**src/r30_pkg.sv**
```systemverilog
`timescale 1ns / 1ps
// Shared types and constants for the rule 30 sideways reconstruction block.
// No dependencies; imported by every module under src.
package r30_pkg;

	localparam int PRE_W   = 6;
	localparam int DESC_W  = 63;
	localparam int HOR_W   = 10;
	localparam int DEPTH_W = 10;
	localparam int ADDR_W  = 3;
	localparam int DATA_W  = 32;

	localparam logic [HOR_W-1:0] HORIZON_RESET = 10'd64;

	// Register index as decoded from paddr[2].
	localparam logic REG_HORIZON = 1'b0;

	typedef struct packed {
		logic [PRE_W-1:0]  pre_len;
		logic [PRE_W-1:0]  cycle_len;
		logic [DESC_W-1:0] desc_bits;
	} req_t;

	typedef struct packed {
		logic               found;
		logic [DEPTH_W-1:0] first_depth;
		logic               bad_description;
	} rsp_t;

	typedef enum logic [1:0] {
		ST_IDLE,
		ST_EVOLVE,
		ST_RECON,
		ST_DONE
	} st_t;

	typedef struct packed {
		logic              load;
		logic              evolve;
		logic              recon;
		logic [HOR_W-1:0]  step;
		logic [PRE_W-1:0]  idx;
	} ctl_t;

endpackage

```
**src/r30_row_unit.sv**
```systemverilog
`timescale 1ns / 1ps
// Shared row unit: one wide x ^ (y | z) update per cycle, for the rightward
// rule 30 evolution and for the sideways left-column rebuild. Uses r30_pkg.
module r30_row_unit import r30_pkg::*; #(
	parameter int W = 513
) (
	input  logic         recon,
	input  logic         inj,
	input  logic [W-1:0] row,
	input  logic [W-1:0] centre,
	input  logic [W-1:0] nb,
	output logic [W-1:0] result
);

	logic [W-1:0] x;
	logic [W-1:0] y;
	logic [W-1:0] z;

	always_comb begin
		if (recon) begin
			// left(t) = centre(t+1) ^ (centre(t) | right(t))
			x = {1'b0, centre[W-1:1]};
			y = centre;
			z = nb;
		end else begin
			// cell p: left neighbor ^ (self | right neighbor), cell 0 injected
			x = {row[W-2:0], inj};
			y = row;
			z = {1'b0, row[W-1:1]};
		end
		result = x ^ (y | z);
	end

endmodule

```
**src/r30_ctrl.sv**
```systemverilog
`timescale 1ns / 1ps
// Sequencer: request intake and checks, step and index counters, result
// register with its handshake. Uses r30_pkg.
module r30_ctrl import r30_pkg::*; (
	input  logic             clk,
	input  logic             arst_n,
	input  logic             req_valid,
	output logic             req_ready,
	input  req_t             req_data,
	output logic             rsp_valid,
	input  logic             rsp_ready,
	output rsp_t             rsp_data,
	input  logic [HOR_W-1:0] h_eff,
	input  logic             hit,
	output ctl_t             ctl
);

	st_t              state_q;
	st_t              state_nxt;
	logic [HOR_W-1:0] t_q;
	logic [PRE_W-1:0] idx_q;
	logic [PRE_W-1:0] pre_q;
	logic [PRE_W-1:0] last_q;
	logic             found_q;
	logic [DEPTH_W-1:0] depth_q;
	logic             bad_q;
	logic             rsp_valid_q;
	rsp_t             rsp_q;

	logic [PRE_W:0]   sum;
	logic             bad;
	logic             t_end;
	logic             rsp_free;

	assign sum      = {1'b0, req_data.pre_len} + {1'b0, req_data.cycle_len};
	assign bad      = (req_data.cycle_len == '0) || (sum > (PRE_W+1)'(DESC_W))
			|| ({{(HOR_W-PRE_W-1){1'b0}}, sum} > h_eff);
	assign t_end    = (t_q == h_eff);
	assign rsp_free = !rsp_valid_q || rsp_ready;

	always_comb begin
		state_nxt = state_q;
		unique case (state_q)
			ST_IDLE: begin
				if (req_valid)
					state_nxt = bad ? ST_DONE : ST_EVOLVE;
			end
			ST_EVOLVE: begin
				if (t_end)
					state_nxt = ST_RECON;
			end
			ST_RECON: begin
				if (hit || t_end)
					state_nxt = ST_DONE;
			end
			ST_DONE: begin
				if (rsp_free)
					state_nxt = ST_IDLE;
			end
			default: state_nxt = ST_IDLE;
		endcase
	end

	always_comb begin
		req_ready  = (state_q == ST_IDLE);
		ctl.load   = (state_q == ST_IDLE) && req_valid;
		ctl.evolve = (state_q == ST_EVOLVE);
		ctl.recon  = (state_q == ST_RECON);
		ctl.step   = t_q;
		ctl.idx    = idx_q;
	end

	always_ff @(posedge clk or negedge arst_n) begin
		if (!arst_n) begin
			state_q     <= ST_IDLE;
			rsp_valid_q <= 1'b0;
		end else begin
			state_q <= state_nxt;
			if (state_q == ST_DONE && rsp_free)
				rsp_valid_q <= 1'b1;
			else if (rsp_ready)
				rsp_valid_q <= 1'b0;
		end
	end

	always_ff @(posedge clk) begin
		unique case (state_q)
			ST_IDLE: begin
				if (req_valid) begin
					pre_q   <= req_data.pre_len;
					last_q  <= PRE_W'(sum - 1'b1);
					idx_q   <= '0;
					t_q     <= '0;
					bad_q   <= bad;
					found_q <= 1'b0;
					depth_q <= '0;
				end
			end
			ST_EVOLVE: begin
				t_q   <= t_end ? HOR_W'(1) : t_q + 1'b1;
				idx_q <= (idx_q == last_q) ? pre_q : idx_q + 1'b1;
			end
			ST_RECON: begin
				if (hit) begin
					found_q <= 1'b1;
					depth_q <= DEPTH_W'(t_q);
				end
				t_q <= t_q + 1'b1;
			end
			ST_DONE: begin
				if (rsp_free) begin
					rsp_q.found           <= found_q;
					rsp_q.first_depth     <= depth_q;
					rsp_q.bad_description <= bad_q;
				end
			end
			default: ;
		endcase
	end

	assign rsp_valid = rsp_valid_q;
	assign rsp_data  = rsp_q;

endmodule

```
**src/rule30_sideways_reconstruction.sv**
```systemverilog
`timescale 1ns / 1ps
// Rule 30 sideways reconstruction. A rejected request goes straight to the result
// register. Otherwise the block evolves the row over steps 0..h, then rebuilds the
// left column from depth 1 up to h (stopping at the first one bit), h being
// the saturated horizon. One request at a time; the single row unit sets that,
// so the next request is taken only after the result of the last one is registered.
// arst_n clears the sequencer and the result valid, and sets horizon to 64.
module rule30_sideways_reconstruction import r30_pkg::*; #(
	parameter int HORIZON_CAP = 512
) (
	input  logic              clk,
	input  logic              arst_n,
	input  logic              req_valid,
	output logic              req_ready,
	input  req_t              req_data,
	output logic              rsp_valid,
	input  logic              rsp_ready,
	output rsp_t              rsp_data,
	input  logic              psel,
	input  logic              penable,
	input  logic              pwrite,
	input  logic [ADDR_W-1:0] paddr,
	input  logic [DATA_W-1:0] pwdata,
	output logic [DATA_W-1:0] prdata,
	output logic              pready
);

	// Rows hold cells 0..HORIZON_CAP (center trace and neighbor column) or
	// cells 1..HORIZON_CAP+1 (right-hand automaton row).
	localparam int W    = HORIZON_CAP + 1;
	localparam int IX_W = $clog2(W);
	localparam logic [HOR_W-1:0] HMAX = HOR_W'(HORIZON_CAP);

	logic [HOR_W-1:0]  horizon_q;
	logic [HOR_W-1:0]  h_eff;
	logic [DESC_W-1:0] desc_q;
	logic [W-1:0]      row_q;
	logic [W-1:0]      centre_q;
	logic [W-1:0]      nb_q;
	logic [W-1:0]      unit_out;
	logic [IX_W-1:0]   tix;
	logic              trace_bit;
	logic              cfg_wr;
	ctl_t              ctl;

	// Configuration: one register, written on the access phase.
	assign pready = 1'b1;
	assign cfg_wr = psel && penable && pwrite && pready;

	always_ff @(posedge clk or negedge arst_n) begin
		if (!arst_n) begin
			horizon_q <= HORIZON_RESET;
		end else if (cfg_wr && paddr[2] == REG_HORIZON) begin
			horizon_q <= pwdata[HOR_W-1:0];
		end
	end

	assign prdata = (paddr[2] == REG_HORIZON) ? {{(DATA_W-HOR_W){1'b0}}, horizon_q} : '0;

	// Saturate the horizon to the row storage.
	assign h_eff = (horizon_q > HMAX) ? HMAX : horizon_q;

	r30_ctrl u_ctrl (
		.clk       (clk),
		.arst_n    (arst_n),
		.req_valid (req_valid),
		.req_ready (req_ready),
		.req_data  (req_data),
		.rsp_valid (rsp_valid),
		.rsp_ready (rsp_ready),
		.rsp_data  (rsp_data),
		.h_eff     (h_eff),
		.hit       (unit_out[0]),
		.ctl       (ctl)
	);

	// Trace bit for the current step: the sequencer walks the description index
	// through the preperiod once, then around the period.
	assign trace_bit = desc_q[ctl.idx];
	assign tix       = ctl.step[IX_W-1:0];

	r30_row_unit #(
		.W (W)
	) u_row (
		.recon  (ctl.recon),
		.inj    (trace_bit),
		.row    (row_q),
		.centre (centre_q),
		.nb     (nb_q),
		.result (unit_out)
	);

	// Row storage. Only entries 0..h of the trace and neighbor column are ever
	// read for a valid depth, and each evolve pass writes all of them, so they
	// need no clearing; the automaton row starts from all zeros per request.
	always_ff @(posedge clk) begin
		if (ctl.load) begin
			desc_q <= req_data.desc_bits;
			row_q  <= '0;
		end
		if (ctl.evolve) begin
			// Record trace and cell 1 at this step, then advance the row.
			centre_q[tix] <= trace_bit;
			nb_q[tix]     <= row_q[0];
			row_q         <= unit_out;
		end
		if (ctl.recon) begin
			// Shift one depth left: the old center becomes the right neighbor.
			nb_q     <= centre_q;
			centre_q <= unit_out;
		end
	end

	// A rejected description never reports a depth.
	a_bad_clean: assert property (@(posedge clk) disable iff (!arst_n)
		rsp_valid && rsp_data.bad_description |-> !rsp_data.found
			&& rsp_data.first_depth == '0)
		else $error("rejected request carries a depth");

	// found and a nonzero depth go together.
	a_found_depth: assert property (@(posedge clk) disable iff (!arst_n)
		rsp_valid |-> rsp_data.found == (rsp_data.first_depth != '0))
		else $error("found flag disagrees with depth");

	// A reported depth never exceeds the saturated horizon.
	a_depth_range: assert property (@(posedge clk) disable iff (!arst_n)
		rsp_valid && rsp_data.found |-> rsp_data.first_depth <= h_eff)
		else $error("depth beyond horizon");

	// After a request is taken, ready is low in the cycle after.
	a_busy: assert property (@(posedge clk) disable iff (!arst_n)
		ctl.load |=> !req_ready)
		else $error("ready right after acceptance");

endmodule
```
**config.mk**
```make
export PLATFORM = sky130hd
export DESIGN_NAME = rule30_sideways_reconstruction
export DESIGN_NICKNAME = d
export VERILOG_FILES = /design/src/r30_pkg.sv /design/src/r30_row_unit.sv /design/src/r30_ctrl.sv /design/src/rule30_sideways_reconstruction.sv
export SDC_FILE = /design/constraint.sdc
export NUM_CORES = 2
export LEC_CHECK = 0
export BUFFER_PORTS_ARGS = -buffer_cell sky130_fd_sc_hd__buf_4
export CORE_ASPECT_RATIO = 0.75
export CORE_MARGIN = 4
export CORE_UTILIZATION = 65
export DETAILED_ROUTE_END_ITERATION = 12
export PLACE_DENSITY = 0.83
export SYNTH_ARGS = -nofsm -noshare
export SYNTH_HDL_FRONTEND = slang
export SYNTH_SLANG_ARGS = --single-unit
```
**constraint.sdc**
```tcl
create_clock -name clk -period 31.5 [get_ports clk]
set_input_delay 1.575 -clock clk [delete_from_list [all_inputs] [get_ports clk]]
set_output_delay 1.575 -clock clk [all_outputs]
set_load 0.005 [all_outputs]
```
==> summary.md <==
| Metric | Value |
|---|---|
| # IOs | 164 |
| Post-synthesis sequential area ratio | 0.551 |
| Die Ht | 332 um |
| Post-CTS setup buffers | 0 |
| Most common cell after layout, fill and taps aside | edfxtp_1 |
| R2R Path End | centre_q[21] |
| Post-CTS Hold Buffers | 0 |
| Critical Path AT | about 6.4 ns |
| Die area | 146000 um2 |
| Final hold vios | 0 |
| Area of the mapped netlist | approximately 91000 um2 |
| Clk_skew | roughly 0.031 ns |
| NetSw | 4.58 mW |
| Slew HR | 0.0428 |
| Top-area cell type share of the netlist area | 0.547 |
| Setup slack, reg-to-reg | 25.62 ns |
| Post-Syn Instances | 8989 |
| WP depth | 11 |
| Logic gate share of total power | 0.417 |
| Tmin final | 5.88 ns |
| Root Driver | clkbuf_16 |
| Worst-path fanout max | 108 |
| WHS Path Cells | 0 |
| Clk_lat worst skew | roughly 0.82 ns |
| Worst-Margin Slew | 1.43 ns |
| Most frequent cell on the critical path | buf_4 |
| H-tree depth | 4 |
| Routability cong. | ~0.88 |
| Flop pwr share | 0.414 |
| Main area contributors after synthesis | edfxtp_1, o21a_1, nor2_1 |
| GRT Util Overall | 0.334 |
| Setup violators final | 0 |
| Share of layout cells above drive strength 1 | 0.0786 |
| Clock network power share | 0.169 |
| Sink Count | 1667 |
| Max incr delay on CP | 0.96 ns |
| Critical path endpoint category | flop |
| Synthesis Warnings | 0 |
| Synth Flop Type | edfxtp_1 |
| Area leader, netlist | edfxtp_1 |
| DR vias/cell | roughly 6.7 |
| Syn_area_per_cell | 10.1 um2 |
| Residual DRC | 0 |
| Worst hold start | u_ctrl.depth_q[8] |
| CTS buffer count | 161 |
| NumNets Final | roughly 8.9k |
| Worst hold path type | flop to flop |
| Post_cts resized | 0 |
| Placed cell areas | just over 90000 um2 |
| Total wire length | roughly 250000 um |
| Placement Rows | 118 |
| CTS Buffer Depth | 3 |
| Crit path buffers/inverters | 5 |
| Worst vdd ir | 115 uV |
| Period utilisation layout | 0.187 |
| Initial Util | 0.656 |
| Clock slew at reported path FFs | 0.07 ns |
| # port buffers | 116 |
| Kind of critical path | flop to flop |
| #FFs+latches synth | 1667 |
| Initial DRC count | 10.5k |
| Async SR Flop Fraction | 0.00780 |
| Max-cap violation count | 0 |
| Area growth syn-to-layout | 7.33% |
| CTS tree | yes |
| Status | finished, final reports clean |
| Int Pwr | 6.60 mW |
| Distinct cell type count after synthesis | 64 |
| R2R cell count | 11 |
| Critical Path Start Type | flop |
| Via count of the first global-routing pass | roughly 67k |
| First-pass GRT wire length | ~380000 um |
| Dpl hpwl | 153000 um |
| Setup TNS | 0 ns |
| Total power | 11.2 mW |
| Worst hold endpoint | u_ctrl.rsp_data[9] |
| Routed length per placed instance | ~23 um |
| DR vias | between 70k and 80k |
| Static Leakage | 32.2 nW |
| Antenna-violating nets left | 0 |
| FF-to-FF Start | u_ctrl.state_q[0] |
| Power Density | 115 nW/um2 |
| Leading cell types in the layout, fill and taps excluded | edfxtp_1, nor2_1, o21ai_0 |
| Worst EP required | roughly 32 ns |
| Initial antenna violation count | 5 |
| Largest net degree at the start of global routing | 250 |
| Max Clk Rate | between 150 and 200 MHz |
| Final instance area | 97400 um2 |
| RSZ-0062 raised after global routing | no |
| Total grt overflow | 0 |
| Top delay family on crit path | buffers and inverters |
| Slew Limit Fails | 0 |
| EDFF count, synth | 1654 |
| 1st-pass router iterations | 7 |
| Crit-path slowest cell | buf_4 |
| Core area | 138000 um2 |
| Switching share of total power | 0.410 |
| Die X | 440 um |
| Crit-path cells | inv_1 -> ha_4 -> buf_4 -> buf_4 -> buf_4 -> buf_4 -> nor3_1 -> a21oi_1 -> xor2_1 -> nand2_1 -> o21ai_0 |
[Yosys cell counts (12+ instances only)]
cell type  instances
nand2_1          607
mux2i_1           24
o21ai_1           73
nor2b_1          212
and2_1            14
o21ai_2          166
xnor2_1           16
dfrtp_1           12
nor3_1            18
a21oi_1          196
xor2_1           529
buf_1             68
or3_1            510
buf_6             24
edfxtp_1        1654
ha_1              25
o21ai_0         1046
nand2b_1          14
clkbuf_1         562
nand3_1          540
buf_4             25
o21a_1           842
mux2_2            12
nor2_1          1431
o31ai_1          262
inv_1             13
[state kept, by name, indices dropped and copies added (netlist names)]
register          flops
u_ctrl.last_q         6
u_ctrl.state_q        2
centre_q            513
u_ctrl.found_q        1
u_ctrl.t_q           10
nb_q                513
u_ctrl.rsp_data      12
u_ctrl.bad_q          1
u_ctrl.depth_q       10
horizon_q            10
u_ctrl.pre_q          6
u_ctrl.idx_q          6
desc_q               63
row_q               513
u_ctrl.rsp_valid      1
[cell type report]
class                   count  area, um2
multi-input cells        6647      38200
well taps                1860       2330
diodes                      7       17.5
inverters                  14       60.1
clock inverters            69        553
clock buffers             213       4380
flip-flops and latches   1667      50000
repair buffers            241       1900
fillers                  9868      40900
[how the worst max path moves through the flow]
stage / start / endpoint / slack (ns)
floorplan: req_valid / row_q[0] / 17.87
global placement: u_ctrl.state_q[0] / centre_q[21] / 25.90
detailed placement: u_ctrl.state_q[0] / centre_q[21] / 25.79
CTS: u_ctrl.state_q[0] / centre_q[21] / 25.77
global route: u_ctrl.state_q[0] / centre_q[21] / 25.26
finish: u_ctrl.state_q[0] / centre_q[21] / 25.62
[metal layers]
| layer | vias to the layer above | part of all wire | track usage | routed length (um) |
|---|---|---|---|---|
| li1 | 32026 | - | - | - |
| met3 | 628 | 0.14 | 0.0880 | 34200 |
| met5 | - | 0.000092 | 0 | 23 |
| met2 | 4334 | 0.44 | 0.491 | 109000 |
| met1 | 34303 | 0.38 | 0.469 | 95300 |
| met4 | 4 | 0.046 | 0.150 | 11400 |
[kinds of logic after synthesis]
kind of cell               after synthesis  share of synthesized area
AOI/OAI and AO/OA                     2635                      0.185
xor gates and xnor gates               545                     0.0526
adders and majority gates               26                    0.00367
buffers and inverters                  696                     0.0322
DFF                                   1667                      0.551
muxes                                   43                    0.00616
other                                    2                  0.0000827
and+or+nand+nor                       3375                      0.169
[power groups by stage]
| stage | registers (mW) | clock network, mW | logic [mW] |
|---|---|---|---|
| after floorplan | 4.55 | 0 | 3.59 |
| after global placement | 4.56 | 0 | 4.33 |
| after detailed placement | 4.63 | 0 | 4.54 |
| after CTS | 4.59 | 1.89 | 4.59 |
| after global routing | 4.73 | 1.98 | 5.10 |
| final | 4.63 | 1.89 | 4.66 |
[per-stage QoR]
step                      utilization  instances  hold slack [ns]  worst slack (ns)
final                           0.704      10718            0.419             25.62
after global routing            0.704      10711            0.432             25.26
after CTS                       0.704      10711            0.420             25.77
after detailed placement        0.668      10429            0.405             25.79
after global placement          0.668      10429            0.407             25.90
after floorplan                     -       9010            0.400             17.87
[worst register-to-register path: stages (launching register included)]
cell and delay, ns:
dfrtp_1 0.42, inv_1 0.19, ha_4 0.69, buf_4 0.71, buf_4 0.85, buf_4 1.03
buf_4 0.99, nor3_1 0.20, a21oi_1 0.28, xor2_1 0.11, nand2_1 0.07, o21ai_0 0.08
(Power assumes the default switching activity.)
